### config.mk
export PLATFORM = sky130hd
export DESIGN_NAME = round_robin_slice_scheduler_core_flat
export DESIGN_NICKNAME = d
export VERILOG_FILES = /design/src/rtl/rrss_pkg.sv /design/src/rtl/rrss_if.sv /design/src/rtl/rrss_ram.sv /design/src/rtl/rrss_cmp.sv /design/src/rtl/round_robin_slice_scheduler_core.sv /design/src/flat_wrapper.sv
export SDC_FILE = /design/constraint.sdc
export NUM_CORES = 2
export LEC_CHECK = 0
export BUFFER_PORTS_ARGS = -buffer_cell sky130_fd_sc_hd__buf_2
export CELL_PAD_IN_SITES_DETAIL_PLACEMENT = 0
export CELL_PAD_IN_SITES_GLOBAL_PLACEMENT = 1
export CORE_AREA = 2 2 359 361
export CTS_BUF_LIST = sky130_fd_sc_hd__clkbuf_16
export DETAILED_ROUTE_END_ITERATION = 10
export DIE_AREA = 0 0 361 363
export GPL_ROUTABILITY_DRIVEN = 0
export PLACE_DENSITY = 0.72
export SLEW_MARGIN = 20
export SYNTH_ARGS = -nofsm -noshare
export SYNTH_HDL_FRONTEND = slang
export SYNTH_SLANG_ARGS = --single-unit
### constraint.sdc
create_clock -name i_clk -period 13.2 [get_ports i_clk]
set_clock_uncertainty 0.15 [all_clocks]
set_input_delay 2.64 -clock i_clk [delete_from_list [all_inputs] [get_ports i_clk]]
set_output_delay 2.64 -clock i_clk [all_outputs]
set_load 0.01 [all_outputs]
### src/rtl/rrss_pkg.sv
// Package for the round-robin slice scheduler.
// Holds record layout, mode and status codes, and the compare-unit result type.
// No dependencies.
`timescale 1ns / 1ps

package rrss_pkg;

    // Input item modes
    localparam logic [1:0] MODE_LOAD     = 2'd0;
    localparam logic [1:0] MODE_DISPATCH = 2'd1;
    localparam logic [1:0] MODE_CLEAR    = 2'd2;

    // Result status codes
    localparam logic [1:0] ST_LOADED = 2'd0;
    localparam logic [1:0] ST_FULL   = 2'd1;
    localparam logic [1:0] ST_SLICE  = 2'd2;
    localparam logic [1:0] ST_DONE   = 2'd3;

    // One process table record
    typedef struct packed {
        logic [7:0]  id;
        logic [15:0] arr;
        logic [15:0] rem;
        logic [7:0]  prio;
        logic [15:0] slc;
    } t_rec;

    localparam int REC_W = $bits(t_rec);

    // Compare unit decisions
    typedef struct packed {
        logic take_best;   // entry is the new admission candidate
        logic take_early;  // entry is the new earliest pending arrival
    } t_cmp_res;

endpackage

### src/rtl/rrss_if.sv
// Valid/ready channel interfaces for the scheduler input and result streams.
// Depends on nothing.
`timescale 1ns / 1ps

interface rrss_in_if;
    logic        valid;
    logic        ready;
    logic [1:0]  mode;
    logic [7:0]  proc_id;
    logic [15:0] arrive_at;
    logic [15:0] run_needed;
    logic [7:0]  prio_tag;
    logic [15:0] quantum;

    modport source (output valid, mode, proc_id, arrive_at, run_needed, prio_tag, quantum,
                    input ready);
    modport sink   (input valid, mode, proc_id, arrive_at, run_needed, prio_tag, quantum,
                    output ready);
endinterface

interface rrss_out_if;
    logic        valid;
    logic        ready;
    logic [1:0]  status;
    logic [15:0] seq_no;
    logic [7:0]  run_id;
    logic [31:0] start_time;
    logic [31:0] end_time;
    logic [7:0]  run_prio;
    logic        finished;

    modport source (output valid, status, seq_no, run_id, start_time, end_time, run_prio,
                    finished, input ready);
    modport sink   (input valid, status, seq_no, run_id, start_time, end_time, run_prio,
                    finished, output ready);
endinterface

### src/rtl/rrss_ram.sv
// Generic single-write, single-read RAM with registered read data.
// No dependencies.
`timescale 1ns / 1ps

module rrss_ram #(
    parameter int WIDTH = 8,
    parameter int DEPTH = 16
) (
    input  logic                     i_clk,
    input  logic                     i_we,
    input  logic [$clog2(DEPTH)-1:0] i_waddr,
    input  logic [WIDTH-1:0]         i_wdata,
    input  logic [$clog2(DEPTH)-1:0] i_raddr,
    output logic [WIDTH-1:0]         o_rdata
);
    logic [WIDTH-1:0] r_mem [DEPTH];
    logic [WIDTH-1:0] r_rdata;

    always_ff @(posedge i_clk) begin
        if (i_we) begin
            r_mem[i_waddr] <= i_wdata;
        end
        r_rdata <= r_mem[i_raddr];
    end

    assign o_rdata = r_rdata;
endmodule

### src/rtl/rrss_cmp.sv
// Shared compare unit used on every table scan step.
// Decides admission candidate and earliest pending arrival. Depends on rrss_pkg.
`timescale 1ns / 1ps

module rrss_cmp (
    input  logic            i_pend,
    input  logic [15:0]     i_arr,
    input  logic [7:0]      i_id,
    input  logic [31:0]     i_now,
    input  logic            i_found,
    input  logic [15:0]     i_best_arr,
    input  logic [7:0]      i_best_id,
    input  logic            i_any,
    input  logic [15:0]     i_early,
    output rrss_pkg::t_cmp_res o_res
);
    import rrss_pkg::*;

    logic arrived;
    logic better;

    // Eligible when pending and arrived; ordered by (arrival, id), first index wins ties
    always_comb begin
        arrived = ({16'd0, i_arr} <= i_now);
        better  = (i_arr < i_best_arr) || ((i_arr == i_best_arr) && (i_id < i_best_id));
        o_res.take_best  = i_pend && arrived && (!i_found || better);
        o_res.take_early = i_pend && (!i_any || (i_arr < i_early));
    end
endmodule

### src/rtl/round_robin_slice_scheduler_core.sv
// Top level of the round-robin slice scheduler: sequencer, table and ring RAMs.
// Depends on rrss_pkg, rrss_if, rrss_ram, rrss_cmp.
//
//  channel | dir | handshake          | payload
//  i_in    | in  | valid/ready        | mode, proc_id, arrive_at, run_needed, prio_tag, quantum
//  o_out   | out | valid/ready        | status, seq_no, run_id, start_time, end_time, ...
//
// A load passes through S_EMIT, which waits for a free output register; a clear emits no result.
// A dispatch runs one table scan per admitted process plus one that finds none,
// before the slice, again after a time jump and again after the slice; each
// scan visits S_SC_RD and S_SC_CMP per loaded entry through the single table read
// port and the compare unit; S_RING_RD, S_TAB_RD and S_RUN fetch and run the ring head.
// Reset is synchronous, active low; it empties table, ring, time and sequence.
// One item is in work at a time; the result register decouples the output stall.
`timescale 1ns / 1ps

module round_robin_slice_scheduler_core #(
    parameter int MAX_PROCS = 16
) (
    input  logic       i_clk,
    input  logic       i_rst_n,
    rrss_in_if.sink    i_in,
    rrss_out_if.source o_out
);
    import rrss_pkg::*;

    localparam int IW = (MAX_PROCS > 1) ? $clog2(MAX_PROCS) : 1;
    localparam int CW = $clog2(MAX_PROCS + 1);
    localparam logic [CW-1:0] MAXC = CW'(MAX_PROCS);
    localparam logic [CW:0]   MAXW = (CW + 1)'(MAX_PROCS);
    localparam logic [IW-1:0] LAST = IW'(MAX_PROCS - 1);

    typedef enum logic [2:0] {
        S_IDLE, S_SC_RD, S_SC_CMP, S_SC_END, S_RING_RD, S_TAB_RD, S_RUN, S_EMIT
    } t_state;

    t_state r_state;

    // Scheduler state
    logic [MAX_PROCS-1:0] r_pend;
    logic [IW-1:0]  r_head;
    logic [CW-1:0]  r_count;
    logic [CW-1:0]  r_loaded;
    logic [31:0]    r_now;
    logic [15:0]    r_seq;

    // Scan state
    logic [CW-1:0]  r_i;
    logic           r_found;
    logic [IW-1:0]  r_best;
    logic [15:0]    r_best_arr;
    logic [7:0]     r_best_id;
    logic           r_any;
    logic [15:0]    r_early;
    logic           r_jumped;
    logic           r_post;
    logic [IW-1:0]  r_idx;
    logic           r_done;

    // Pending result and output register
    logic [1:0]  r_res_status, r_out_status;
    logic [15:0] r_res_seq, r_out_seq;
    logic [7:0]  r_res_id, r_out_id;
    logic [31:0] r_res_start, r_out_start;
    logic [31:0] r_res_end, r_out_end;
    logic [7:0]  r_res_prio, r_out_prio;
    logic        r_res_fin, r_out_fin;
    logic        r_out_valid;

    // RAM ports
    logic          tab_we;
    logic [IW-1:0] tab_waddr, tab_raddr;
    t_rec          tab_wdata, tab_rdata;
    logic          ring_we;
    logic [IW-1:0] ring_waddr;
    logic [IW-1:0] ring_rdata;

    t_cmp_res cmp;
    logic [CW:0]   tail_sum;
    logic [IW-1:0] tail;
    logic [15:0]   slc_eff;
    logic          run_fin;
    logic [15:0]   run_len;
    logic          accept;
    logic          out_free;

    rrss_ram #(.WIDTH(REC_W), .DEPTH(MAX_PROCS)) u_tab (
        .i_clk  (i_clk),
        .i_we   (tab_we),
        .i_waddr(tab_waddr),
        .i_wdata(tab_wdata),
        .i_raddr(tab_raddr),
        .o_rdata(tab_rdata)
    );

    rrss_ram #(.WIDTH(IW), .DEPTH(MAX_PROCS)) u_ring (
        .i_clk  (i_clk),
        .i_we   (ring_we),
        .i_waddr(ring_waddr),
        .i_wdata(r_state == S_SC_END && r_post && !r_found ? r_idx : r_best),
        .i_raddr(r_head),
        .o_rdata(ring_rdata)
    );

    rrss_cmp u_cmp (
        .i_pend    (r_pend[r_i[IW-1:0]]),
        .i_arr     (tab_rdata.arr),
        .i_id      (tab_rdata.id),
        .i_now     (r_now),
        .i_found   (r_found),
        .i_best_arr(r_best_arr),
        .i_best_id (r_best_id),
        .i_any     (r_any),
        .i_early   (r_early),
        .o_res     (cmp)
    );

    assign accept   = i_in.valid && i_in.ready;
    assign out_free = !r_out_valid || o_out.ready;

    // Ring tail and slice arithmetic
    always_comb begin
        tail_sum = {1'b0, CW'(r_head)} + {1'b0, r_count};
        if (tail_sum >= MAXW) begin
            tail_sum = tail_sum - MAXW;
        end
        tail    = tail_sum[IW-1:0];
        slc_eff = (tab_rdata.slc == 16'd0) ? 16'd1 : tab_rdata.slc;
        run_fin = (tab_rdata.rem <= slc_eff);
        run_len = run_fin ? tab_rdata.rem : slc_eff;
    end

    // RAM port control
    always_comb begin
        tab_we     = 1'b0;
        tab_waddr  = r_idx;
        tab_wdata  = tab_rdata;
        tab_raddr  = r_i[IW-1:0];
        ring_we    = 1'b0;
        ring_waddr = tail;
        case (r_state)
            S_IDLE: begin
                tab_waddr = r_loaded[IW-1:0];
                tab_wdata = '{id: i_in.proc_id, arr: i_in.arrive_at, rem: i_in.run_needed,
                              prio: i_in.prio_tag, slc: i_in.quantum};
                tab_we    = accept && (i_in.mode == MODE_LOAD) && (r_loaded != MAXC);
            end
            S_TAB_RD: begin
                tab_raddr = ring_rdata;
            end
            S_RUN: begin
                tab_we        = 1'b1;
                tab_wdata.rem = run_fin ? 16'd0 : (tab_rdata.rem - run_len);
            end
            S_SC_END: begin
                if (r_count < MAXC) begin
                    ring_we = r_found || (r_post && !r_done);
                end
            end
            default: begin
            end
        endcase
    end

    assign i_in.ready = (r_state == S_IDLE);

    // Sequencer
    always_ff @(posedge i_clk) begin
        if (!i_rst_n) begin
            r_state     <= S_IDLE;
            r_pend      <= '0;
            r_head      <= '0;
            r_count     <= '0;
            r_loaded    <= '0;
            r_now       <= '0;
            r_seq       <= '0;
            r_out_valid <= 1'b0;
            r_i         <= '0;
            r_found     <= 1'b0;
            r_any       <= 1'b0;
            r_jumped    <= 1'b0;
            r_post      <= 1'b0;
            r_done      <= 1'b0;
        end else begin
            if (r_out_valid && o_out.ready && (r_state != S_EMIT)) begin
                r_out_valid <= 1'b0;
            end
            case (r_state)
                S_IDLE: begin
                    if (accept) begin
                        r_res_status <= ST_LOADED;
                        r_res_seq    <= '0;
                        r_res_id     <= '0;
                        r_res_start  <= '0;
                        r_res_end    <= '0;
                        r_res_prio   <= '0;
                        r_res_fin    <= 1'b0;
                        r_i          <= '0;
                        r_found      <= 1'b0;
                        r_any        <= 1'b0;
                        r_jumped     <= 1'b0;
                        r_post       <= 1'b0;
                        case (i_in.mode)
                            MODE_LOAD: begin
                                if (r_loaded == MAXC) begin
                                    r_res_status <= ST_FULL;
                                end else begin
                                    r_pend[r_loaded[IW-1:0]] <= 1'b1;
                                    r_loaded <= r_loaded + 1'b1;
                                end
                                r_state <= S_EMIT;
                            end
                            MODE_DISPATCH: begin
                                r_state <= S_SC_RD;
                            end
                            MODE_CLEAR: begin
                                r_pend   <= '0;
                                r_head   <= '0;
                                r_count  <= '0;
                                r_loaded <= '0;
                                r_now    <= '0;
                                r_seq    <= '0;
                            end
                            default: begin
                            end
                        endcase
                    end
                end
                // Walk the loaded entries one per read
                S_SC_RD: begin
                    r_state <= (r_i == r_loaded) ? S_SC_END : S_SC_CMP;
                end
                S_SC_CMP: begin
                    if (cmp.take_best) begin
                        r_found    <= 1'b1;
                        r_best     <= r_i[IW-1:0];
                        r_best_arr <= tab_rdata.arr;
                        r_best_id  <= tab_rdata.id;
                    end
                    if (cmp.take_early) begin
                        r_any   <= 1'b1;
                        r_early <= tab_rdata.arr;
                    end
                    r_i     <= r_i + 1'b1;
                    r_state <= S_SC_RD;
                end
                S_SC_END: begin
                    r_i     <= '0;
                    r_found <= 1'b0;
                    r_any   <= 1'b0;
                    if (r_found) begin
                        // admit the winner, then rescan
                        r_pend[r_best] <= 1'b0;
                        if (r_count < MAXC) begin
                            r_count <= r_count + 1'b1;
                        end
                        r_state <= S_SC_RD;
                    end else if (r_post) begin
                        // requeue a preempted process behind the new arrivals
                        if (!r_done && (r_count < MAXC)) begin
                            r_count <= r_count + 1'b1;
                        end
                        r_state <= S_EMIT;
                    end else if (r_count != '0) begin
                        r_state <= S_RING_RD;
                    end else if (!r_any || r_jumped) begin
                        r_res_status <= ST_DONE;
                        r_state      <= S_EMIT;
                    end else begin
                        // idle ring: jump time to the earliest arrival
                        if ({16'd0, r_early} > r_now) begin
                            r_now <= {16'd0, r_early};
                        end
                        r_jumped <= 1'b1;
                        r_state  <= S_SC_RD;
                    end
                end
                S_RING_RD: begin
                    r_state <= S_TAB_RD;
                end
                S_TAB_RD: begin
                    r_idx   <= ring_rdata;
                    r_state <= S_RUN;
                end
                // Run the head process for one slice
                S_RUN: begin
                    r_res_status <= ST_SLICE;
                    r_res_seq    <= r_seq + 16'd1;
                    r_res_id     <= tab_rdata.id;
                    r_res_start  <= r_now;
                    r_res_end    <= r_now + {16'd0, run_len};
                    r_res_prio   <= tab_rdata.prio;
                    r_res_fin    <= run_fin;
                    r_done       <= run_fin;
                    r_seq        <= r_seq + 16'd1;
                    r_now        <= r_now + {16'd0, run_len};
                    r_head       <= (r_head == LAST) ? '0 : r_head + 1'b1;
                    r_count      <= r_count - 1'b1;
                    r_post       <= 1'b1;
                    r_state      <= S_SC_RD;
                end
                S_EMIT: begin
                    if (out_free) begin
                        r_out_valid  <= 1'b1;
                        r_out_status <= r_res_status;
                        r_out_seq    <= r_res_seq;
                        r_out_id     <= r_res_id;
                        r_out_start  <= r_res_start;
                        r_out_end    <= r_res_end;
                        r_out_prio   <= r_res_prio;
                        r_out_fin    <= r_res_fin;
                        r_state      <= S_IDLE;
                    end
                end
                default: begin
                    r_state <= S_IDLE;
                end
            endcase
        end
    end

    assign o_out.valid      = r_out_valid;
    assign o_out.status     = r_out_status;
    assign o_out.seq_no     = r_out_seq;
    assign o_out.run_id     = r_out_id;
    assign o_out.start_time = r_out_start;
    assign o_out.end_time   = r_out_end;
    assign o_out.run_prio   = r_out_prio;
    assign o_out.finished   = r_out_fin;
endmodule
### src/flat_wrapper.sv
// flat-port wrapper written by rule: the top's interface ports become plain ports
module round_robin_slice_scheduler_core_flat import rrss_pkg::*;
#(
    parameter int MAX_PROCS = 16
)
  (i_clk, i_rst_n, i_in_valid, i_in_mode, i_in_proc_id, i_in_arrive_at, i_in_run_needed, i_in_prio_tag, i_in_quantum, i_in_ready, o_out_valid, o_out_status, o_out_seq_no, o_out_run_id, o_out_start_time, o_out_end_time, o_out_run_prio, o_out_finished, o_out_ready);
  rrss_in_if i_in_i ();
  rrss_out_if o_out_i ();
  input  logic i_clk;
  input  logic i_rst_n;
  input wire logic [$bits(i_in_i.valid)-1:0] i_in_valid;
  input wire logic [$bits(i_in_i.mode)-1:0] i_in_mode;
  input wire logic [$bits(i_in_i.proc_id)-1:0] i_in_proc_id;
  input wire logic [$bits(i_in_i.arrive_at)-1:0] i_in_arrive_at;
  input wire logic [$bits(i_in_i.run_needed)-1:0] i_in_run_needed;
  input wire logic [$bits(i_in_i.prio_tag)-1:0] i_in_prio_tag;
  input wire logic [$bits(i_in_i.quantum)-1:0] i_in_quantum;
  output wire logic [$bits(i_in_i.ready)-1:0] i_in_ready;
  output wire logic [$bits(o_out_i.valid)-1:0] o_out_valid;
  output wire logic [$bits(o_out_i.status)-1:0] o_out_status;
  output wire logic [$bits(o_out_i.seq_no)-1:0] o_out_seq_no;
  output wire logic [$bits(o_out_i.run_id)-1:0] o_out_run_id;
  output wire logic [$bits(o_out_i.start_time)-1:0] o_out_start_time;
  output wire logic [$bits(o_out_i.end_time)-1:0] o_out_end_time;
  output wire logic [$bits(o_out_i.run_prio)-1:0] o_out_run_prio;
  output wire logic [$bits(o_out_i.finished)-1:0] o_out_finished;
  input wire logic [$bits(o_out_i.ready)-1:0] o_out_ready;
  assign i_in_i.valid = i_in_valid;
  assign i_in_i.mode = i_in_mode;
  assign i_in_i.proc_id = i_in_proc_id;
  assign i_in_i.arrive_at = i_in_arrive_at;
  assign i_in_i.run_needed = i_in_run_needed;
  assign i_in_i.prio_tag = i_in_prio_tag;
  assign i_in_i.quantum = i_in_quantum;
  assign i_in_ready = i_in_i.ready;
  assign o_out_valid = o_out_i.valid;
  assign o_out_status = o_out_i.status;
  assign o_out_seq_no = o_out_i.seq_no;
  assign o_out_run_id = o_out_i.run_id;
  assign o_out_start_time = o_out_i.start_time;
  assign o_out_end_time = o_out_i.end_time;
  assign o_out_run_prio = o_out_i.run_prio;
  assign o_out_finished = o_out_i.finished;
  assign o_out_i.ready = o_out_ready;
  round_robin_slice_scheduler_core #(.MAX_PROCS(MAX_PROCS)) u_core (.i_clk(i_clk), .i_rst_n(i_rst_n), .i_in(i_in_i), .o_out(o_out_i));
endmodule
==> metrics list <==
- For this run, the top clock speed supported by timing is 173 MHz.
- Run status: completed
- In this run the clock root is driven by a sky130_fd_sc_hd__clkbuf_16.
* Placed instance area: 64500 µm²
* Clock Path Buffers: 3
- Mean Syn Cell Area: 13.4 µm²
* Slew Viols, Final: 0
- I/O Buffers: 170
- Clock latency of the later-clocked register in the worst-skew pair: 0.78 ns
* Net Sw Power: 5.19 mW
* CTS Buf Count: 154
- Synthesis handed over a netlist of 4609 instances.
* Die outline height: 363 µm
* HP Class: reg2reg
* Worst R2R End: u_core.r_res_end[20]$_SDFFCE_PN0P_
- Adding up every negative setup slack in the final design gives 0 ns.
* DRT antenna net count: 0
- The clock drives 1494 sinks.
- After synthesis the cells add up to 61900 µm².
- Yosys reg bits: 1494
- Largest net degree at the start of global routing: 171
- Synth Net Count: 4817
* First element of the critical path: u_core.u_tab.o_rdata[9]$_DFF_P_
* Postcts setup bufs: 0
* Cell area power density: 219 nW/µm²
- The first global-routing pass estimated 233 mm of wire.
* Detailed Place HPWL: 92.4 mm
* Slew Limit Headroom: 0.254
* First-iteration detailed-routing DRC count: 3688
- The number of global-route vias before repair was 36.6k.
- TritonCTS built the clock tree.
- Pleak: 24.0 nW
* Critical path data arrival time: 6.15 ns
* Max-capacitance violation count: 0
- Site Rows: 131
- Initial antenna violation count: 3
- YS warnings: 0
- Post-Route WL: 157 mm
- Hold-critical path depth: 0
- The design draws 15.2 mW.
- The clock period could shrink to 5.78 ns.
- Worst Setup Start Kind: flop
- Maximum vdd drop: 0.183 mV
- The die covers 131000 µm².
- Prevailing post-synth register cell: sky130_fd_sc_hd__edfxtp_1
* Hold buffer count at CTS: 0
- For this configuration, the core starts out at a cell density of 0.487.
- Measured along the x axis, the die boundary spans 361 µm.
- Proportion of synthesized flip-flops having asynchronous set or reset: 0
- Of the total power, the share spent switching nets is 0.342.
* Commonest non-fill, non-tap cells in the layout: sky130_fd_sc_hd__edfxtp_1, sky130_fd_sc_hd__nand2_1, sky130_fd_sc_hd__a211oi_1
- Internal power comes to 10.0 mW.
- The worst register-to-register path has a depth of 22.
* Fraction of final layout cells with drive strength greater than 1: 0.121
* Total routing usage reported by global routing: 0.237
* CTS-repair resized insts: 0
* Flop pwr share: 0.437
- Crit Reg-Reg Startpoint: u_core.u_tab.o_rdata[9]$_DFF_P_
* Area growth, synth to finish: 12.1%
* Flop-to-flop setup slack: 7.42 ns
- I/O Pins: 171
- The share of total power dissipated in combinational logic is 0.290.
* Crit path capture type: flop
- In the final routed layout, each cell accounts on average for 24.1 µm.
- At the pin with the least slew margin, the transition time is 1.11 ns.
- Setup violations remaining at the end of the flow were counted as 0.
- Reg clk slew, reported paths: 0.06 ns
* Pre-antenna DRT Iters: 6
- Placeable core region: 127000 µm²
* Final number of hold-violating endpoints: 0
- The clock tree synthesis step divided the H-tree into 4 levels.
- For hold timing, the worst endpoint is u_core.o_out.seq_no[2]$_DFFE_PP_.
- Worst EP required: 13.57 ns
* Final standard cell area without fillers: 69400 µm²
- Using the TritonRoute via totals, the vias-per-cell ratio works out to 5.85.
- The library cell used most frequently in the layout, excluding fill and tap cells, is sky130_fd_sc_hd__edfxtp_1.
- By startpoint and endpoint, the worst setup path is classified as reg2reg.
* Clock power frac: 0.272
- Post-detailed-route DRC marker count: 0
* Crit Path Max Fanout: 11
- Share of the cycle needed by the critical path after routing: 0.438
- In this run, distinct cell masters in the synthesized netlist total 80.
- Count of flip-flops with a built-in enable after synthesis: 1334
- Number of nets in the final layout: 4933
- For this run, the register share of the synthesized area comes to 0.699.
- Summed over all layers, the global routing overflow is 0.
* Startpoint of the most critical hold path: u_core.r_res_seq[2]$_DFFE_PP_
* Overall via count from detail_route: 38.1k
- Unrepaired setup endpoints after global routing: false
## per-layer routing
metal  part of all wire  global-route usage  vias up
li1                   -                   -    17600
met1               0.45               0.341    19000
met2               0.46               0.374     1261
met3              0.064              0.0352      253
met4              0.024              0.0702        0
met5                  0                   0        -
## logic make-up (layout without fill, tap and decap cells)
kind of cell / count (synthesis) / in the layout / share of synthesized area
DFF: 1494 / 1494 / 0.699
AOI/OAI and AO/OA: 1076 / 1076 / 0.119
adders and majority gates: 138 / 138 / 0.0284
and+or+nand+nor: 1374 / 1374 / 0.103
xor gates and xnor gates: 71 / 71 / 0.0100
other: 0 / 2 / 0
buffers and inverters: 404 / 646 / 0.0264
muxes: 52 / 52 / 0.0141
## registers in the layout, indices dropped and copies added (netlist names), 5 cells and up
name and flops:
u_core.r_loaded 5, u_core.r_early 16, u_core.r_res_id 8, u_core.r_count 5
u_core.o_out.end_time 32, u_core.o_out.run_id 8, u_core.r_pend 16, u_core.r_best_arr 16
u_core.u_tab.r_mem 1024, u_core.u_ring.r_mem 64, u_core.r_res_end 32, u_core.o_out.run_prio 8
u_core.o_out.seq_no 16, u_core.r_best_id 8, u_core.u_tab.o_rdata 64, u_core.r_res_start 32
u_core.r_res_seq 16, u_core.o_out.start_time 32, u_core.r_seq 16, u_core.r_res_prio 8
u_core.r_now 32, u_core.r_i 5
## synthesized netlist by cell type (25+ instances only)
cell	n	share of area
sky130_fd_sc_hd__a211oi_1	325	0.039
sky130_fd_sc_hd__a21o_1	34	0.0041
sky130_fd_sc_hd__a21oi_1	235	0.019
sky130_fd_sc_hd__a311oi_1	128	0.018
sky130_fd_sc_hd__a31oi_1	166	0.017
sky130_fd_sc_hd__and2_0	33	0.0033
sky130_fd_sc_hd__and2_1	232	0.023
sky130_fd_sc_hd__and3_1	52	0.0053
sky130_fd_sc_hd__buf_2	76	0.0061
sky130_fd_sc_hd__clkbuf_1	202	0.012
sky130_fd_sc_hd__dfxtp_1	160	0.052
sky130_fd_sc_hd__edfxtp_1	1334	0.65
sky130_fd_sc_hd__ha_1	134	0.027
sky130_fd_sc_hd__inv_1	109	0.0066
sky130_fd_sc_hd__mux4_2	25	0.0091
sky130_fd_sc_hd__nand2_1	705	0.043
sky130_fd_sc_hd__nand3_1	25	0.0020
sky130_fd_sc_hd__nand4_1	25	0.0025
sky130_fd_sc_hd__nor2_1	187	0.011
sky130_fd_sc_hd__nor3_1	34	0.0027
sky130_fd_sc_hd__o21ai_0	90	0.0073
sky130_fd_sc_hd__xnor2_1	41	0.0058
sky130_fd_sc_hd__xor2_1	30	0.0042
## worst max path at each step
stage | slack [ns] | depth (start not counted) | to
6_report | 7.42 | 22 | u_core.r_res_end[20]$_SDFFCE_PN0P_
5_1_grt | 7.06 | 22 | u_core.r_res_end[20]$_SDFFCE_PN0P_
4_1_cts | 7.37 | 7 | u_core.u_tab.r_mem[0][6]$_DFFE_PP_
3_5_place_dp | 6.54 | 7 | u_core.u_tab.r_mem[0][62]$_DFFE_PP_
3_3_place_gp | 6.57 | 7 | u_core.u_tab.r_mem[0][56]$_DFFE_PP_
2_1_floorplan | 4.45 | 4 | u_core.r_res_end[0]$_SDFFCE_PN0P_
## critical path, cell delays in order (launching register included)
cell                       delay (ns)
sky130_fd_sc_hd__dfxtp_1         0.33
sky130_fd_sc_hd__nor4_1          0.41
sky130_fd_sc_hd__a41o_1          0.29
sky130_fd_sc_hd__ha_1            0.17
sky130_fd_sc_hd__nor2b_1         0.04
sky130_fd_sc_hd__o21ai_0         0.15
sky130_fd_sc_hd__nand2b_1        0.08
sky130_fd_sc_hd__a21oi_1         0.18
sky130_fd_sc_hd__o311a_1         0.20
sky130_fd_sc_hd__nor2_2          0.05
sky130_fd_sc_hd__o21ai_0         0.78
sky130_fd_sc_hd__ha_1            0.30
sky130_fd_sc_hd__inv_1           0.06
sky130_fd_sc_hd__fa_1            0.42
sky130_fd_sc_hd__nor2b_1         0.18
sky130_fd_sc_hd__o21bai_1        0.10
sky130_fd_sc_hd__a31o_2          0.27
sky130_fd_sc_hd__a211oi_2        0.28
sky130_fd_sc_hd__o31ai_2         0.12
sky130_fd_sc_hd__buf_4           0.20
sky130_fd_sc_hd__nor2_1          0.34
sky130_fd_sc_hd__nand2_1         0.15
sky130_fd_sc_hd__mux2_2          0.29
## stage by stage
step                      hold WS, ns  worst slack (ns)   util  instances
after global routing            0.273              7.06  0.546       6513
after global placement          0.251              6.57  0.508       6230
after detailed placement        0.255              6.54  0.508       6230
after floorplan                 0.250              4.45      -       4609
final                           0.262              7.42  0.546       6515
after CTS                       0.266              7.37  0.546       6512
## power by group through the flow
stage                     registers (mW)  clock network (mW)  logic, mW
after floorplan                     6.62                   0       2.79
after global placement              6.73                   0       4.31
after detailed placement            6.74                   0       4.35
after CTS                           6.64                4.22       4.37
after global routing                6.67                4.39       4.85
final                               6.64                4.14       4.41
## cell type report
class	count	area (µm²)
clock buffer	161	4030
sequential	1494	43300
fill	10400	57600
multi-input combinational	2711	17300
timing repair buffer	254	1560
tap	1662	2080
clock inverter	121	798
antenna	2	5.00
inverter	110	415
Note: power is estimated with default switching activity, not from simulation.
